### src/hw/rtl/mer_pkg.sv
// Shared types and constants for the midpoint ellipse rasterizer.
package mer_pkg;

   // default coordinate width; radii are one bit narrower, outputs two bits wider
   localparam int COORD_BITS_DEF = 12;

   // internal decision and slope terms wrap modulo 2^64
   localparam int DATA_BITS = 64;

   localparam int CSR_INDEX_BITS = 2;

   typedef enum logic [CSR_INDEX_BITS-1:0] {
      CSR_CENTER_X = 2'd0,
      CSR_CENTER_Y = 2'd1,
      CSR_RADIUS_X = 2'd2,
      CSR_RADIUS_Y = 2'd3
   } csr_index_type;

   // sequencer to output stage: load a point set
   typedef struct packed {
      logic push;
      logic last;
   } emit_ctl_type;

endpackage

### src/hw/rtl/midpoint_ellipse_rasterizer.sv
// Top level of the two-region midpoint ellipse rasterizer.
//
// Configure center and radii through the csr_ port (index 0..3: center x,
// center y, radius x, radius y), then send a request with req_restart = 1 to
// start an ellipse and requests with req_restart = 0 to advance it. Every
// step returns one set of four mirrored points (right/left x, lower/upper y);
// the final set carries rsp_last, and advance requests after it return
// nothing. An advance step, once accepted, adds on the offsets and slope
// terms and then on the decision term before its set is loaded into the
// output register. The first advance after region one ends also rebuilds the
// region-two decision value from five products on one shared registered
// multiplier. A restart first builds the initial terms. Writing either radius
// makes the next request first recompute the squares of the radii on the
// same multiplier. An advance request on a finished ellipse is accepted with
// no response. A new request is accepted while the previous response is
// still waiting in the output register; csr writes are always accepted and
// belong between ellipses or between steps.
module midpoint_ellipse_rasterizer
   import mer_pkg::*;
   #(
   parameter int COORD_BITS = COORD_BITS_DEF
   )
   (
   input  logic                           clock,
   input  logic                           reset,
   input  logic                           req_valid,
   output logic                           req_ready,
   input  logic                           req_restart,
   output logic                           rsp_valid,
   input  logic                           rsp_ready,
   output logic signed [COORD_BITS+1:0]   rsp_right_x,
   output logic signed [COORD_BITS+1:0]   rsp_left_x,
   output logic signed [COORD_BITS+1:0]   rsp_lower_y,
   output logic signed [COORD_BITS+1:0]   rsp_upper_y,
   output logic                           rsp_last,
   input  logic                           csr_valid,
   output logic                           csr_ready,
   input  logic [CSR_INDEX_BITS-1:0]      csr_index,
   input  logic [COORD_BITS-1:0]          csr_data
   );

   localparam int C = COORD_BITS;
   localparam int W = COORD_BITS + 2;

   // configuration registers
   logic [C-1:0] cx_ff, cx_in, cy_ff, cy_in;
   logic [C-2:0] rx_ff, rx_in, ry_ff, ry_in;

   // output register
   logic         rsp_valid_ff, rsp_valid_in;
   logic [W-1:0] right_ff, right_in, left_ff, left_in;
   logic [W-1:0] lower_ff, lower_in, upper_ff, upper_in;
   logic         last_ff, last_in;

   logic csr_wr, radius_wr, out_free, start;
   emit_ctl_type emit;
   logic [C-1:0] offset_x, offset_y;

   assign csr_ready = 1'b1;
   assign csr_wr    = csr_valid && csr_ready;
   // squares of the radii are cached in the sequencer; flag them stale
   assign radius_wr = csr_wr && ((csr_index == CSR_RADIUS_X) || (csr_index == CSR_RADIUS_Y));

   always_comb begin
      cx_in = cx_ff;
      cy_in = cy_ff;
      rx_in = rx_ff;
      ry_in = ry_ff;
      if (csr_wr) begin
         case (csr_index)
            CSR_CENTER_X: cx_in = csr_data;
            CSR_CENTER_Y: cy_in = csr_data;
            CSR_RADIUS_X: rx_in = csr_data[C-2:0];
            CSR_RADIUS_Y: ry_in = csr_data[C-2:0];
            default: cx_in = cx_ff;
         endcase
      end
   end

   // a pending response never blocks the sequencer until it has a new one
   assign out_free = !rsp_valid_ff || rsp_ready;
   assign start    = req_valid && req_ready;

   mer_seq #(.COORD_BITS(COORD_BITS)) u_seq (
      .clock     (clock),
      .reset     (reset),
      .start     (start),
      .restart   (req_restart),
      .radius_wr (radius_wr),
      .radius_x  (rx_ff),
      .radius_y  (ry_ff),
      .out_free  (out_free),
      .ready     (req_ready),
      .emit      (emit),
      .offset_x  (offset_x),
      .offset_y  (offset_y)
   );

   // mirrored points, wrapped to the output width
   always_comb begin
      rsp_valid_in = emit.push || (rsp_valid_ff && !rsp_ready);
      right_in     = right_ff;
      left_in      = left_ff;
      lower_in     = lower_ff;
      upper_in     = upper_ff;
      last_in      = last_ff;
      if (emit.push) begin
         right_in = W'(cx_ff) + W'(offset_x);
         left_in  = W'(cx_ff) - W'(offset_x);
         lower_in = W'(cy_ff) + W'(offset_y);
         upper_in = W'(cy_ff) - W'(offset_y);
         last_in  = emit.last;
      end
   end

   always_ff @(posedge clock) begin
      if (reset) begin
         cx_ff        <= '0;
         cy_ff        <= '0;
         rx_ff        <= '0;
         ry_ff        <= '0;
         rsp_valid_ff <= 1'b0;
      end else begin
         cx_ff        <= cx_in;
         cy_ff        <= cy_in;
         rx_ff        <= rx_in;
         ry_ff        <= ry_in;
         rsp_valid_ff <= rsp_valid_in;
      end
      right_ff <= right_in;
      left_ff  <= left_in;
      lower_ff <= lower_in;
      upper_ff <= upper_in;
      last_ff  <= last_in;
   end

   assign rsp_valid   = rsp_valid_ff;
   assign rsp_right_x = $signed(right_ff);
   assign rsp_left_x  = $signed(left_ff);
   assign rsp_lower_y = $signed(lower_ff);
   assign rsp_upper_y = $signed(upper_ff);
   assign rsp_last    = last_ff;

endmodule

### src/hw/rtl/mer_mul.sv
// Shared registered unsigned multiplier.
module mer_mul
   #(
   parameter int A_BITS = 22,
   parameter int B_BITS = 26
   )
   (
   input  logic                       clock,
   input  logic [A_BITS-1:0]          mul_a,
   input  logic [B_BITS-1:0]          mul_b,
   output logic [A_BITS+B_BITS-1:0]   prod
   );

   logic [A_BITS+B_BITS-1:0] prod_ff;
   logic [A_BITS+B_BITS-1:0] prod_in;

   assign prod_in = {{B_BITS{1'b0}}, mul_a} * {{A_BITS{1'b0}}, mul_b};
   assign prod    = prod_ff;

   always_ff @(posedge clock) begin
      prod_ff <= prod_in;
   end

endmodule

### src/hw/rtl/mer_seq.sv
// Step sequencer: offsets, slope terms, decision value, region control.
module mer_seq
   import mer_pkg::*;
   #(
   parameter int COORD_BITS = COORD_BITS_DEF
   )
   (
   input  logic                    clock,
   input  logic                    reset,
   input  logic                    start,
   input  logic                    restart,
   input  logic                    radius_wr,
   input  logic [COORD_BITS-2:0]   radius_x,
   input  logic [COORD_BITS-2:0]   radius_y,
   input  logic                    out_free,
   output logic                    ready,
   output emit_ctl_type            emit,
   output logic [COORD_BITS-1:0]   offset_x,
   output logic [COORD_BITS-1:0]   offset_y
   );

   localparam int C       = COORD_BITS;
   localparam int D       = DATA_BITS;
   localparam int SQ_BITS = 2 * C - 2;
   localparam int A_BITS  = SQ_BITS;
   localparam int B_BITS  = 2 * C + 2;
   localparam int P_BITS  = A_BITS + B_BITS;

   typedef enum logic [4:0] {
      ST_IDLE,
      ST_SQ0, ST_SQ1, ST_SQ2,
      ST_INI0, ST_INI1, ST_INI2,
      ST_SW0, ST_SW1, ST_SW2, ST_SW3, ST_SW4, ST_SW5,
      ST_RND,
      ST_STP1, ST_STP2,
      ST_EMIT
   } state_type;

   state_type state_ff, state_in;
   logic fin_ff, fin_in;
   logic r2_ff, r2_in;
   logic stale_ff, stale_in;
   logic rst_ff, rst_in;
   logic [C-1:0] ox_ff, ox_in, oy_ff, oy_in;
   logic [D-1:0] sx_ff, sx_in, sy_ff, sy_in, dec_ff, dec_in, t_ff, t_in;
   logic [SQ_BITS-1:0] rx2_ff, rx2_in, ry2_ff, ry2_in;

   logic [A_BITS-1:0] mul_a;
   logic [B_BITS-1:0] mul_b;
   logic [P_BITS-1:0] prod;
   logic [D-1:0] prod_d, rx2_d, ry2_d, two_rx2, two_ry2, rnd, sx_sel, sy_sel;
   logic [C:0]   tx;
   logic [C-1:0] ym;
   logic r1_go, more, dec_neg, dec_pos, go_rst, use_sx, use_sy;
   state_type work_state;

   mer_mul #(.A_BITS(A_BITS), .B_BITS(B_BITS)) u_mul (
      .clock (clock),
      .mul_a (mul_a),
      .mul_b (mul_b),
      .prod  (prod)
   );

   assign prod_d  = D'(prod);
   assign rx2_d   = D'(rx2_ff);
   assign ry2_d   = D'(ry2_ff);
   assign two_rx2 = D'({rx2_ff, 1'b0});
   assign two_ry2 = D'({ry2_ff, 1'b0});

   assign r1_go   = !r2_ff && (sx_ff < sy_ff);
   assign more    = r1_go || (oy_ff != '0);
   assign dec_neg = dec_ff[D-1];
   assign dec_pos = !dec_neg && (dec_ff != '0);

   assign tx = {ox_ff, 1'b1};
   // (y-1)^2 with y = 0 squares minus one
   assign ym = (oy_ff == '0) ? C'(1) : oy_ff - C'(1);

   // (t)/4 truncated toward zero
   assign rnd = {{2{t_ff[D-1]}}, t_ff[D-1:2]} + D'(t_ff[D-1] && (t_ff[1:0] != 2'b00));

   assign use_sx = r2_ff ? !dec_pos : 1'b1;
   assign use_sy = r2_ff ? 1'b1 : !dec_neg;
   assign sx_sel = use_sx ? sx_ff : '0;
   assign sy_sel = use_sy ? sy_ff : '0;

   assign go_rst     = (state_ff == ST_IDLE) ? restart : rst_ff;
   assign work_state = go_rst ? ST_INI0 : ((r2_ff || r1_go) ? ST_STP1 : ST_SW0);

   assign ready    = (state_ff == ST_IDLE);
   assign offset_x = ox_ff;
   assign offset_y = oy_ff;

   always_comb begin
      mul_a = '0;
      mul_b = '0;
      case (state_ff)
         ST_SQ0: begin
            mul_a = A_BITS'(radius_x);
            mul_b = B_BITS'(radius_x);
         end
         ST_SQ1: begin
            mul_a = A_BITS'(radius_y);
            mul_b = B_BITS'(radius_y);
         end
         ST_INI0: begin
            mul_a = rx2_ff;
            mul_b = B_BITS'(radius_y);
         end
         ST_SW0: begin
            mul_a = A_BITS'(tx);
            mul_b = B_BITS'(tx);
         end
         ST_SW1: begin
            mul_a = ry2_ff;
            mul_b = prod[B_BITS-1:0];
         end
         ST_SW2: begin
            mul_a = A_BITS'(ym);
            mul_b = B_BITS'(ym);
         end
         ST_SW3: begin
            mul_a = rx2_ff;
            mul_b = prod[B_BITS-1:0];
         end
         ST_SW4: begin
            mul_a = rx2_ff;
            mul_b = B_BITS'(ry2_ff);
         end
         default: begin
            mul_a = '0;
            mul_b = '0;
         end
      endcase
   end

   always_comb begin
      state_in  = state_ff;
      fin_in    = fin_ff;
      r2_in     = r2_ff;
      stale_in  = stale_ff || radius_wr;
      rst_in    = start ? restart : rst_ff;
      ox_in     = ox_ff;
      oy_in     = oy_ff;
      sx_in     = sx_ff;
      sy_in     = sy_ff;
      dec_in    = dec_ff;
      t_in      = t_ff;
      rx2_in    = rx2_ff;
      ry2_in    = ry2_ff;
      emit.push = 1'b0;
      emit.last = !more;
      case (state_ff)
         ST_IDLE: begin
            if (start && (restart || !fin_ff)) begin
               state_in = stale_ff ? ST_SQ0 : work_state;
            end
         end
         ST_SQ0: state_in = ST_SQ1;
         ST_SQ1: begin
            rx2_in   = prod[SQ_BITS-1:0];
            state_in = ST_SQ2;
         end
         ST_SQ2: begin
            ry2_in   = prod[SQ_BITS-1:0];
            stale_in = 1'b0;
            state_in = work_state;
         end
         ST_INI0: state_in = ST_INI1;
         ST_INI1: begin
            ox_in    = '0;
            oy_in    = {1'b0, radius_y};
            sx_in    = '0;
            sy_in    = {prod_d[D-2:0], 1'b0};
            r2_in    = 1'b0;
            t_in     = D'({ry2_ff, 2'b00}) + rx2_d + D'(2);
            state_in = ST_INI2;
         end
         ST_INI2: begin
            t_in     = t_ff - {sy_ff[D-2:0], 1'b0};
            state_in = ST_RND;
         end
         ST_SW0: state_in = ST_SW1;
         ST_SW1: state_in = ST_SW2;
         ST_SW2: begin
            t_in     = prod_d + D'(2);
            state_in = ST_SW3;
         end
         ST_SW3: state_in = ST_SW4;
         ST_SW4: begin
            t_in     = t_ff + {prod_d[D-3:0], 2'b00};
            state_in = ST_SW5;
         end
         ST_SW5: begin
            t_in     = t_ff - {prod_d[D-3:0], 2'b00};
            state_in = ST_RND;
         end
         ST_RND: begin
            dec_in = rnd;
            if (rst_ff) begin
               state_in = ST_EMIT;
            end else begin
               r2_in    = 1'b1;
               state_in = ST_STP1;
            end
         end
         ST_STP1: begin
            if (r2_ff) begin
               if (oy_ff == '0) begin
                  fin_in   = 1'b1;
                  state_in = ST_IDLE;
               end else begin
                  oy_in = oy_ff - C'(1);
                  sy_in = sy_ff - two_rx2;
                  if (!dec_pos) begin
                     ox_in = ox_ff + C'(1);
                     sx_in = sx_ff + two_ry2;
                  end
                  t_in     = dec_ff + rx2_d;
                  state_in = ST_STP2;
               end
            end else begin
               ox_in = ox_ff + C'(1);
               sx_in = sx_ff + two_ry2;
               if (!dec_neg) begin
                  oy_in = oy_ff - C'(1);
                  sy_in = sy_ff - two_rx2;
               end
               t_in     = dec_ff + ry2_d;
               state_in = ST_STP2;
            end
         end
         ST_STP2: begin
            // offsets and slopes are final here, only the decision moves
            dec_in = t_ff + sx_sel - sy_sel;
            if (out_free) begin
               emit.push = 1'b1;
               fin_in    = !more;
               state_in  = ST_IDLE;
            end else begin
               state_in = ST_EMIT;
            end
         end
         ST_EMIT: begin
            if (out_free) begin
               emit.push = 1'b1;
               fin_in    = !more;
               state_in  = ST_IDLE;
            end
         end
         default: state_in = ST_IDLE;
      endcase
   end

   always_ff @(posedge clock) begin
      if (reset) begin
         state_ff <= ST_IDLE;
         fin_ff   <= 1'b1;
         r2_ff    <= 1'b0;
         stale_ff <= 1'b1;
         rst_ff   <= 1'b0;
      end else begin
         state_ff <= state_in;
         fin_ff   <= fin_in;
         r2_ff    <= r2_in;
         stale_ff <= stale_in;
         rst_ff   <= rst_in;
      end
      ox_ff  <= ox_in;
      oy_ff  <= oy_in;
      sx_ff  <= sx_in;
      sy_ff  <= sy_in;
      dec_ff <= dec_in;
      t_ff   <= t_in;
      rx2_ff <= rx2_in;
      ry2_ff <= ry2_in;
   end

endmodule

### config.mk
export PLATFORM = sky130hd
export DESIGN_NAME = midpoint_ellipse_rasterizer
export DESIGN_NICKNAME = d
export VERILOG_FILES = /design/src/hw/rtl/mer_pkg.sv /design/src/hw/rtl/midpoint_ellipse_rasterizer.sv /design/src/hw/rtl/mer_mul.sv /design/src/hw/rtl/mer_seq.sv
export SDC_FILE = /design/constraint.sdc
export NUM_CORES = 2
export LEC_CHECK = 0
export ABC_AREA = 0
export BUFFER_PORTS_ARGS = -buffer_cell sky130_fd_sc_hd__clkbuf_2
export CAP_MARGIN = 20
export CORE_MARGIN = 5
export CORE_UTILIZATION = 40
export DETAILED_ROUTE_END_ITERATION = 6
export PLACE_DENSITY = 0.6
export SLEW_MARGIN = 20
export SYNTH_ARGS = -nofsm -noshare
export SYNTH_HDL_FRONTEND = slang
export SYNTH_SLANG_ARGS = --single-unit
export TNS_END_PERCENT = 1
### constraint.sdc
create_clock -name clock -period 11.2 [get_ports clock]
set_input_delay 0.56 -clock clock [delete_from_list [all_inputs] [get_ports clock]]
set_output_delay 0.56 -clock clock [all_outputs]
set_load 0.01 [all_outputs]
[Word level (Yosys, flattened, before mapping)]
Cells that the tools add are included.
Operators by class
  add/sub/neg operators: 19
  multiply operators: 1
  magnitude comparators: 1
  equality and inequality tests: 28
  mux-type cells: 47
  reduce and logical (&&, ||, !) cells: 47
Operators with widths (number)
  64-bit 2-to-1 mux: 10
  64-bit one-hot mux with 2 select lines: 3
  64-bit one-hot mux with 6 select lines: 1
  26-bit one-hot mux with 6 select lines: 1
  22-bit one-hot mux with 6 select lines: 1
  64-bit by 22-bit adder with 64-bit output: 2
  64-bit subtractor: 2
  12-bit 2-to-1 mux: 7
  5-bit one-hot mux with 16 select lines: 1
  64-bit by 2-bit adder with 64-bit output (second input constant): 1
  64-bit by 23-bit adder with 64-bit output: 1
  64-bit by 50-bit adder with 64-bit output: 1
  64-bit adder: 1
  64-bit < comparator: 1
  64-bit nonzero test: 1
  64-bit by 23-bit subtractor with 64-bit output: 1
  64-bit by 50-bit subtractor with 64-bit output: 1
  62-bit by 2-bit adder with 63-bit output: 1
  48-bit by 2-bit adder with 49-bit output (second input constant): 1
  22-bit by 26-bit multiplier with 48-bit output: 1
  12-bit one-hot mux with 2 select lines: 2
  5-bit by 4-bit == test with 1-bit output (second input constant): 8
  5-bit 2-to-1 mux: 6
  12-bit by 12-bit adder with 13-bit output: 2
  31 further kinds: 86
Word-level totals
  register bits: 485
  input port bits: 20
  output and inout port bits: 60
  word-level logic and storage cells: 167

[Logic depth before layout (Yosys ltp)]
  depth after elaboration: 8
  mapped depth: 37
  gate-level depth less buffers: 35

[Modules after synthesis]
A second synthesis with hierarchy kept.
Unflattened totals
  cells, all modules: 7505
  area, all modules: 63678.6 um^2
Modules (own cells, without submodules)
  mer_seq: times used 1, cells each 4768, area an instance 38501.9 um^2
  mer_mul: times used 1, cells each 2171, area an instance 19612.6 um^2
  midpoint_ellipse_rasterizer: times used 1, cells each 566, area an instance 5564.1 um^2

[Worst setup path before layout]
Ideal clock, no wire load.
  path kind: register to register
  from: register u_seq.oy_ff[5], in the netlist u_seq.offset_y[5]
  to: register u_seq.u_mul.prod_ff[40], in the netlist u_seq.u_mul.prod[40]
  library setup time: 0.129 ns
  arrival: 8.879 ns
  setup slack: 2.192 ns
  cell stages (with the launch flop): 32
  path buffers: 1
  clock period less this slack: 9.008 ns
  cells stage by stage: edfxtp_1 > nor4_2 > nand3_1 > nor3_1 > nand2_1 > nor3b_2 > nor2_1 > a222oi_1 > and4_1 > buf_2 > nor2_1 > fa_1 > fa_1 > inv_1 > fa_1 > inv_1 > fa_1 > fa_1 > fa_1 > inv_1 > fa_1 > inv_1 > ha_1 > a21oi_1 > or4b_2 > o21ai_0 > a21oi_1 > o2111ai_1 > a31oi_1 > or2_1 > nor4b_1 > a211oi_1
On the way
  longest elaborated chain between the ends: 4
  elaborated cells between the ends (all ways): 6
  classes of those cells: add/sub (1); mul (1); mux (3); reduce/logical (1)
RTL lines
  start, declared: RTL line mer_seq.sv:44  | logic [C-1:0] ox_ff, ox_in, oy_ff, oy_in;
  start signal, assigned: RTL line mer_seq.sv:270  | oy_ff <= oy_in;
  12-bit by 1-bit subtractor with 12-bit output or 12-bit zero test (tied branches): RTL line mer_seq.sv:77  | assign ym = (oy_ff == '0) ? C'(1) : oy_ff - C'(1);
  12-bit 2-to-1 mux (*): RTL line mer_seq.sv:77
  22-bit one-hot mux with 6 select lines or 26-bit one-hot mux with 6 select lines (tied branches): RTL line mer_seq.sv:97  | case (state_ff)
  22-bit by 26-bit multiplier with 48-bit output (*): RTL line mer_mul.sv:17  | assign prod_in = {{B_BITS{1'b0}}, mul_a} * {{A_BITS{1'b0}}, mul_b};
  via u_seq.u_mul.prod_in[40]: RTL line mer_mul.sv:15  | logic [A_BITS+B_BITS-1:0] prod_in;
  end signal, assigned: RTL line mer_mul.sv:21  | prod_ff <= prod_in;
  end, declared: RTL line mer_mul.sv:14  | logic [A_BITS+B_BITS-1:0] prod_ff;
Mark *: on every way through the listed nets, which the timed path passes. The rest lies on a longest branch.
A chain may end at the register's enable or synchronous reset.

[Worst setup path in the final report]
Ends and elaborated chain as after synthesis.

==> results.cfg <==
[outcome]
run_status = finished, violations left
violations = DRC

[sta]
slew_viol_final = 0
max_freq_mhz = 92.7
rsz0062_at_grt = false
hold_viol_final = 0
holdWs_ps = 203
fin_crit_ps = 10780
fin_setup_tns_ps = 0
fin_skew_ps = 41.3
setup_viol = 0
timing.final.crit_share_pct = 96.3
slew_headroom_pct = 20.7
worst_pin_slew_ps = 1170

[grt]
grt_use_met3_pct = 6.03
antenna_found_initial = 7
grt_pass1_wl_um = 352000
gr-usage-all-layers_pct = 27.5
grt_overflow_total = 0
grt.busiest_layer = met2
grt_use_met2_pct = 42.7
use_met1_pct = 37.6
grt_max_degree = 92
grt_pass1_vias = 56700

[placed_design]
place_area_um2 = 66000
gp_congestion = 0.989
hpwl_um = 189000
io_buffers = 76

[detailed_routing]
drt_iter0_markers = 6318
vias = 56800
viasPerCell = 5.89
finalWirelength_um = 236000
ant_nets = 0
wl_per_cell_um = 24.5
firstDrtPassIters = 7
drc = 22

[critical_path]
slowest_stage = a222oi_1
required_ps = 11740
slowest_delay_ps = 650
crit_arrival_ps = 11320
cp-end-kind = flip-flop
cpMostUsedCell = fa_1
worstPathMaxFanout = 11
start_kind = flip-flop
crit_type = flip-flop to flip-flop

[synth]
ys_types = 104
ys_ff_latch = 477
syn_inst = 7579
async_flop_share_pct = 0
syn_area_um2 = 63500
yosysSeqAreaShare_pct = 20.9
ys.flop_type = edfxtp_1
ys_top_cells_by_count = nand2_1 (996), inv_1 (965), nor2_1 (605)
ys_top_cells_by_area = edfxtp_1 (18%), fa_1 (17%), ha_1 (11%)
synth_top_area_share_pct = 17.6
yosysWarnings = 0
synth_edf_count = 373
yosysTopAreaCell = edfxtp_1
yosysMostFrequentCell = nand2_1
avgSynthCellArea_um2 = 8.38

[final_layout]
syn_to_final_growth_pct = 8.06
post-route-cell-area_um2 = 68700
drive_above_1_share_pct = 5.99
final_nets = 8628

[clock_tree]
cts_tree = built
clk_latency_ps = 680
hold_buffers = 0
cts_root_buf = clkbuf_16
h-tree-depth = 3
clockBufferDepth = 3
cts_made_buffers = 66
cts.sinks = 477
clk_pin_slew_ps = 70

[floorplan]
boundaryPins = 80
die_w_um = 409
die-area_um2 = 167000
core_area_um2 = 158000
num_rows = 146
start_util_pct = 40.2
die_h_um = 409

[pwr]
p_leak_nw = 30.3
ir_drop_mv = 0.0978
powerDensity_nw_per_um2 = 67.7
power_mw = 4.65

[hold_path]
min_path_type = input pin to flip-flop

[run]
cap_violations = 0
==> stage by stage <==
stage	cells	setup slack (ps)	utilization (%)
2_1_floorplan	7580	2190	-
3_3_place_gp	9479	593	41.7
3_5_place_dp	9481	391	41.7
4_1_cts	9599	311	43.2
5_1_grt	9629	15.1	43.4
6_report	9631	417	43.4
==> layout make-up <==
class | count | area (um^2)
Antenna cell | 2 | 5.00
Clock buffer | 84 | 1930
Clock inverter | 34 | 390
Fill cell | 15800 | 89500
Inverter | 968 | 3630
Multi-Input combinational cell | 5787 | 45400
Sequential cell | 477 | 13300
Tap cell | 2072 | 2590
Timing Repair Buffer | 207 | 1410
==> cells in the final DEF (no fill, tap or decap), types with 21 or more instances in the layout <==
cell type | Yosys | layout
a211oi_1 | 45 | 44
a21o_1 | 189 | 189
a21oi_1 | 482 | 481
a221oi_1 | 22 | 22
a222oi_1 | 31 | 31
a22oi_1 | 31 | 31
a31oi_1 | 52 | 50
and2_1 | 33 | 33
and3_1 | 84 | 83
and4_1 | 33 | 26
buf_4 | 8 | 123
clkbuf_16 | 0 | 74
clkbuf_2 | 0 | 76
dfxtp_1 | 104 | 104
edfxtp_1 | 373 | 373
fa_1 | 549 | 549
ha_1 | 552 | 552
inv_1 | 965 | 964
mux2_2 | 21 | 21
mux2i_1 | 32 | 32
nand2_1 | 996 | 996
nand2b_1 | 62 | 62
nand3_1 | 138 | 137
nand4_1 | 117 | 117
nor2_1 | 605 | 594
nor2b_1 | 58 | 57
nor3_1 | 123 | 120
nor4_1 | 50 | 50
o211ai_1 | 24 | 24
o21a_1 | 50 | 50
o21ai_0 | 334 | 334
o21bai_1 | 63 | 63
o221ai_1 | 22 | 22
o22ai_1 | 27 | 27
o31ai_1 | 44 | 44
or2_2 | 22 | 22
or3_1 | 45 | 44
xnor2_1 | 383 | 383
xor2_1 | 216 | 216
==> metal layers <==
metal / wire length [um] / up-vias
li1: - / 25600
met1: 100000 / 28000
met2: 103000 / 2671
met3: 23100 / 469
met4: 9980 / 2
met5: 13 / -
==> flip-flops by register name, indices dropped and copies added (netlist names), 13 cells and up <==
signal            flops
u_seq.u_mul.prod     48
u_seq.dec_ff         64
rsp_lower_y          13
rsp_right_x          13
u_seq.sy_ff          63
u_seq.ry2_ff         22
u_seq.sx_ff          63
u_seq.rx2_ff         22
u_seq.t_ff           64
==> what timing repair did <==
action | in CTS | in global routing
endpoints found under the setup margin | 0 | 10
resized for setup | 0 | 10
setup buffers | 0 | 28
==> critical path, delay by kind of cell (launching register included) <==
| kind | cells | cell delay (ps) |
|---|---|---|
| and+or+nand+nor | 11 | 3740 |
| adders and majority gates | 8 | 3530 |
| AOI/OAI and AO/OA | 7 | 2170 |
| buffers and inverters | 6 | 710 |
| DFF | 1 | 460 |
==> logic make-up after synthesis <==
group,count (synthesis),synth area share [%]
xor gates and xnor gates,599,8.26
buffers and inverters,1316,7.88
AOI/OAI and AO/OA,1599,16.2
muxes,53,0.876
other,2,0.0118
and+or+nand+nor,2432,17.7
adders and majority gates,1101,28.2
DFF,477,20.9
==> path summary, 6_finish.rpt <==
check	slack (ps)	startpoint	cells past startpoint	to
setup reg to reg	420	u_seq.offset_y[5]$_DFFE_PP_	32	u_seq.u_mul.prod[40]$_DFF_P_
hold / removal	200	csr_data[11]	3	cx_ff[11]$_SDFFE_PP0P_
hold reg to reg	460	rx_ff[1]$_SDFFE_PP0P_	2	rx_ff[1]$_SDFFE_PP0P_
setup / recovery	420	u_seq.offset_y[5]$_DFFE_PP_	32	u_seq.u_mul.prod[40]$_DFF_P_
==> power by group <==
part	internal, mW	total (mW)	switching (mW)
Sequential	1.91	1.93	0.0268
Combinational	0.149	0.403	0.254
Clock	1.39	2.31	0.926
No activity file was read; power rests on OpenSTA's default activity.
